[src/hdl/assert_macros.svh]
// Concurrent assertion helpers, clocked on the rising edge and idle while in reset.
`ifndef ASSERT_MACROS_SVH
`define ASSERT_MACROS_SVH

// Same-cycle implication.
`define ASSERT_IMPLIES(label, clk, rst_n, ante, cons) \
  label: assert property (@(posedge clk) disable iff (!rst_n) (ante) |-> (cons)) \
    else $error("assertion failed");

// Next-cycle implication.
`define ASSERT_NEXT(label, clk, rst_n, ante, cons) \
  label: assert property (@(posedge clk) disable iff (!rst_n) (ante) |=> (cons)) \
    else $error("assertion failed");

`endif

[src/hdl/cklm_pkg.sv]
package cklm_pkg;

  localparam logic [7:0] CHAR_NUL = 8'h00;
  localparam logic [7:0] CHAR_TAB = 8'h09;
  localparam logic [7:0] CHAR_LF  = 8'h0a;
  localparam logic [7:0] CHAR_CR  = 8'h0d;
  localparam logic [7:0] CHAR_SP  = 8'h20;

  localparam int unsigned NameRegWidth = 64;
  localparam int unsigned NameRegCount = 8;
  localparam int unsigned CfgIdxWidth  = 3;

  typedef enum logic [2:0] {
    ST_MATCH     = 3'd0,
    ST_EMPTY     = 3'd1,
    ST_LONG      = 3'd2,
    ST_NOTFOUND  = 3'd3,
    ST_EXHAUSTED = 3'd4
  } cklm_status_e;

  typedef enum logic [4:0] {
    PH_LEAD = 5'b00001,
    PH_WORD = 5'b00010,
    PH_GAP  = 5'b00100,
    PH_ARGS = 5'b01000,
    PH_DROP = 5'b10000
  } cklm_phase_e;

  typedef enum logic [4:0] {
    S_IDLE   = 5'b00001,
    S_SEARCH = 5'b00010,
    S_SINGLE = 5'b00100,
    S_READ   = 5'b01000,
    S_EMIT   = 5'b10000
  } cklm_state_e;

  typedef struct packed {
    logic [7:0] in_byte;
  } cklm_in_t;

  typedef struct packed {
    logic [2:0] status;
    logic [2:0] cmd_idx;
    logic [7:0] arg_byte;
    logic       arg_valid;
    logic       last;
  } cklm_out_t;

  // controller -> datapath
  typedef struct packed {
    logic take;
    logic set_early;
    logic search_start;
    logic search_step;
    logic rd;
    logic emit_next;
    logic out_single;
    logic out_arg;
    logic clear;
  } cklm_cmd_t;

  // datapath -> controller
  typedef struct packed {
    logic line_end;
    logic skip_search;
    logic entry_zero;
    logic entry_match;
    logic entry_last;
    logic has_args;
    logic emit_last;
    logic out_free;
  } cklm_sts_t;

endpackage

[src/hdl/cklm_ctrl.sv]
module cklm_ctrl import cklm_pkg::*; (
  input  logic      clk_i,
  input  logic      rst_ni,
  input  logic      in_valid_i,
  output logic      in_ready_o,
  input  cklm_sts_t sts_i,
  output cklm_cmd_t cmd_o
);

  cklm_state_e state_q, state_d;

  always_comb begin
    state_d    = state_q;
    cmd_o      = '0;
    in_ready_o = 1'b0;
    unique case (state_q)
      S_IDLE: begin
        in_ready_o = 1'b1;
        if (in_valid_i) begin
          cmd_o.take = 1'b1;
          if (sts_i.line_end) begin
            if (sts_i.skip_search) begin
              cmd_o.set_early = 1'b1;
              state_d         = S_SINGLE;
            end else begin
              cmd_o.search_start = 1'b1;
              state_d            = S_SEARCH;
            end
          end
        end
      end
      S_SEARCH: begin
        cmd_o.search_step = 1'b1;
        if (sts_i.entry_zero || sts_i.entry_match || sts_i.entry_last) begin
          if (!sts_i.entry_zero && sts_i.entry_match && sts_i.has_args) begin
            state_d = S_READ;
          end else begin
            state_d = S_SINGLE;
          end
        end
      end
      S_SINGLE: begin
        if (sts_i.out_free) begin
          cmd_o.out_single = 1'b1;
          cmd_o.clear      = 1'b1;
          state_d          = S_IDLE;
        end
      end
      S_READ: begin
        cmd_o.rd = 1'b1;
        state_d  = S_EMIT;
      end
      S_EMIT: begin
        if (sts_i.out_free) begin
          cmd_o.out_arg = 1'b1;
          if (sts_i.emit_last) begin
            cmd_o.clear = 1'b1;
            state_d     = S_IDLE;
          end else begin
            cmd_o.emit_next = 1'b1;
            state_d         = S_READ;
          end
        end
      end
      default: begin
        state_d = S_IDLE;
      end
    endcase
  end

  always_ff @(posedge clk_i or negedge rst_ni) begin
    if (!rst_ni) begin
      state_q <= S_IDLE;
    end else begin
      state_q <= state_d;
    end
  end

endmodule

[config.mk]
export PLATFORM = sky130hd
export DESIGN_NAME = cklm_ctrl
export DESIGN_NICKNAME = d
export VERILOG_FILES = /design/src/hdl/assert_macros.svh /design/src/hdl/cklm_pkg.sv /design/src/hdl/cklm_ctrl.sv
export SDC_FILE = /design/constraint.sdc
export NUM_CORES = 1
export LEC_CHECK = 0
export BUFFER_PORTS_ARGS = -buffer_cell sky130_fd_sc_hd__buf_2
export CORE_AREA = 4 4 41 43
export DETAILED_ROUTE_END_ITERATION = 10
export DIE_AREA = 0 0 45 47
export HOLD_SLACK_MARGIN = 0.15
export SKIP_CTS_REPAIR_TIMING = 1
export SYNTH_ARGS = -nofsm -noshare
export SYNTH_HDL_FRONTEND = slang
export SYNTH_SLANG_ARGS = --single-unit
[constraint.sdc]
create_clock -name clk_i -period 1.95 [get_ports clk_i]
set_clock_uncertainty 0.2 [all_clocks]
set_input_delay 0.39 -clock clk_i [delete_from_list [all_inputs] [get_ports clk_i]]
set_output_delay 0.39 -clock clk_i [all_outputs]
set_load 0.02 [all_outputs]
== Word-level counts from Yosys, hierarchy flattened ==
Index checks and enable logic that the tools add are counted.
Storage, ports and cells
  register bits after elaboration: 5
  input port bits: 11
  output and inout bits: 10
  word-level logic and storage cells: 43
Operators by class
  equal/unequal tests: 10
  mux-type cells: 26
  reduce and logical (&&, ||, !) cells: 6
Operators with widths (count)
  two-way mux 5 bit: 5
  one-hot mux 5 bit (5 select lines): 1
  two-way mux 1 bit: 12
  != test 2 bit, second input constant: 5
  two-way mux 3 bit: 3
  two-way mux 4 bit: 2
  equality test 5 x 1 -> 1 bit, second input constant: 1
  equality test 5 x 2 -> 1 bit, second input constant: 1
  equality test 5 x 3 -> 1 bit, second input constant: 1
  equality test 5 x 4 -> 1 bit, second input constant: 1
  equality test 5 bit, second input constant: 1
  AND reduction 5 bit: 1
  two-way mux 2 bit: 2
  logical AND 1 bit: 2
  logical OR 1 bit: 2
  one-hot mux 1 bit (2 select lines): 1
  logical NOT 1 bit: 1

== Longest topological paths before layout ==
  depth after elaboration: 6
  depth in mapped cells: 5

== Worst setup path before layout ==
No wires, ideal clock.
  kind: register to output
  start point: register state_q[0]
  end point: output port cmd_o[6] (netlist bit)
  data arrival time: 1453 ps
  data required time: 1360 ps
  slack: -93 ps
  stages on the path, launching flop included: 4
  path buffers: 0
  path through: dfstp_2 -> nor2b_1 -> and2_1 -> nor3b_2
RTL lines
  from (decl): line cklm_ctrl.sv:10  | cklm_state_e state_q, state_d;
  from (signal assigned): line cklm_ctrl.sv:75  | state_q <= state_d;
  to (decl): line cklm_ctrl.sv:7  | output cklm_cmd_t cmd_o

==> results.md <==
* Setup slack after layout at -0.0932 ns
* CTS tree: built
* Depth of the most critical reg-to-reg path at 6
* CP arrival at roughly 1.5 ns
* Post-synthesis sequential area ratio at 0.299
* Failing checks: setup timing
* Slowest CP cell: dfstp_2
* Worst Hold Class: input port to flop
* Clock buffer depth at 2
* Total power at around 800 µW
* CTS root buf: clkbuf_4
* GP Congestion at just over 0.7
* Die Width at approximately 45 µm
* Rows at 13
* Worst setup SP type: flop
* Max Clock Freq at just under 500 MHz
* Netlist cell types at 30
* Routed vias at 469
* Core Area at approximately 0.0013 mm²
* # DRC at 0
* Max incr delay on CP at approximately 0.37 ns
* Crit. path cell count at 5
* DR WL/cell at about 13 µm
* Io pins at 21
* TritonRoute pass-1 iters at 4
* Worst path cell trace: buf_6 -> nor3_4 -> and3_4 -> nor2b_1 -> buf_4
* Setup TNS at -0.355 ns
* Number of port buffers at 20
* Max FFs per register at 5
* Worst R2R End: state_q[2]
* Critical Path RT at about 1.4 ns
* Crit Path Class: flop to output port
* Area of the mapped netlist at about 420 µm²
* Ratio of cells with drive above 1 in the final layout at 0.610
* Crit. End Element: output port
* Clock latency on the worst-skew pair at between 0.2 and 0.3 ns
* Crit path max fanout at 4
* Post-placement cell area at between 500 and 600 µm²
* P&R area growth vs syn at 71.3%
* Min-delay src: sts_i[2]
* Max Cap Violations at 0
* Global Route Usage Sum at 0.110
* Global-route wire length before repair at 1660 µm
* Clock slew at reported path FFs at roughly 0.050 ns
* TritonCTS Sinks at 5
* Post-DRT Antenna Nets at 0
* HPWL Detailed at ~870 µm
* CTS buffer count at 3
* Max IR drop VDD at approximately 0.41 mV
* Final global-route overflow total at 0
* Filler instances at roughly 130
* RR Startpoint: state_q[0]
* Commonest non-fill, non-tap cells in the layout: 12 x buf_2, 9 x buf_6, 6 x buf_4
* RSZ-0062 raised after global routing: true
* Syn_nets at 57
* Die Area at ~0.0021 mm²
* Most common cell after layout, fill and taps aside: buf_2
* Post-layout minimum cycle time at between 2 and 2.5 ns
* CTS H-tree lvls at 1
* Status: complete, but fails checks
* Period utilization at 1.05
* Largest net degree at the start of global routing at 8
* Total Nets Final at 89
* Worst R2R Setup Slack at about 0.10 ns
* Routed WL at between 1000 and 1500 µm
* Die span in y at 47 µm
* Biggest regs: state_q x5
* Via density at around 5
* PD cells at 1120 mW/mm²
* Final Cell Area at between 700 and 800 µm²
* Post-Syn Area per Cell at slightly above 9 µm²
* Vias in the first global route at between 400 and 500
* Slew HR at 0.802
* Initial antenna violation count at 0
* Max Slew Vio Count at 0
* Yosys warnings at 0
* N_diodes at 0
* Initial DRC count at 5
* Mapped Cells at 46
* Leakage power at between 0.0003 and 0.0004 µW
* CP bufs+invs at 2
* Largest reg by FF count: state_q
* Starting Density at 0.325
* Final Hold Violating Endpoints at 0
* Setup violators final at 5
* WHS Path Cells at 3
* FF+latch count, synth at 5
* Worst-Margin Slew at between 0.2 and 0.3 ns
* Worst Hold End: state_q[3]
* Top delay family on crit path: simple AND/OR/NAND/NOR gates
* Post-Place Setup Slack at a little under 0.07 ns
==> per-layer routing <==
layer / track usage / routed length (µm) / part of all wire
met1: 0.131 / 499 / 0.43
met2: 0.178 / 566 / 0.49
met3: 0 / 70 / 0.060
met4: 0.105 / 25 / 0.022
met5: 0 / 0 / 0
==> synth_stat cells <==
library cell	count	area [µm²]
and4_2	1	10.0
dfrtp_1	4	100
nand3_1	2	10.0
nand2b_1	1	6.26
inv_2	1	3.75
nor3_2	1	10.0
nand3b_1	3	22.5
nor2b_1	3	18.8
and3_2	1	7.51
a21o_1	1	7.51
mux2_4	1	15.0
o311ai_4	1	26.3
nor3_4	1	16.3
nand2_1	2	7.51
nor4_1	1	6.26
dfstp_2	1	26.3
inv_1	1	3.75
o21ai_0	1	5.00
buf_2	1	5.00
nor2_1	2	7.51
and3_1	2	12.5
o21ai_1	1	5.00
and2_1	2	12.5
nand4b_1	1	8.76
o311ai_0	1	8.76
a21oi_1	3	15.0
nor3_1	3	15.0
nor3b_2	1	12.5
xnor2_1	1	8.76
a22o_1	1	8.76
==> how the worst max path moves through the flow <==
stage	endpoint	startpoint
after floorplan	cmd_o[3]	state_q[3]
after global placement	cmd_o[6]	state_q[0]
after detailed placement	cmd_o[6]	state_q[0]
after CTS	cmd_o[6]	state_q[0]
after global routing	cmd_o[3]	state_q[0]
final	cmd_o[3]	state_q[0]
==> layout make-up <==
type / count / area [µm²] / share of cell area
multi-input combinational: 38 / 327 / 0.451
timing repair buffer: 28 / 216 / 0.299
sequential: 5 / 129 / 0.178
clock buffer: 4 / 26.3 / 0.0363
tap: 15 / 18.8 / 0.0259
inverter: 2 / 7.51 / 0.0104
==> metrics by stage <==
step	hold WS (ns)	std cells	utilization
after global placement	0.0106	84	0.442
final	0.225	92	0.557
after global routing	0.257	92	0.557
after CTS	-0.257	88	0.463
after detailed placement	0.0143	84	0.442
after floorplan	-0.106	46	-
==> cells by family (layout without fill, tap and decap cells) <==
group	count (synthesis)	after routing	synth area share
XOR/XNOR	1	1	0.0207
buffers and inverters	3	34	0.0296
AND/OR/NAND/NOR	27	27	0.435
AO/OA/AOI/OAI	9	9	0.180
multiplexers	1	1	0.0355
flip-flops	5	5	0.299
==> worst min-delay path: stages <==
cell and delay [ns]:
buf_2 0.10, nand4b_1 0.08, a21oi_1 0.06
==> where the power goes <==
group / internal [µW] / switching, µW / total [µW]
combinational: 301 / 227 / 529
sequential: 133 / 22.2 / 155
clock: 77.7 / 47.8 / 126
No activity file was read; power rests on OpenSTA's default activity.
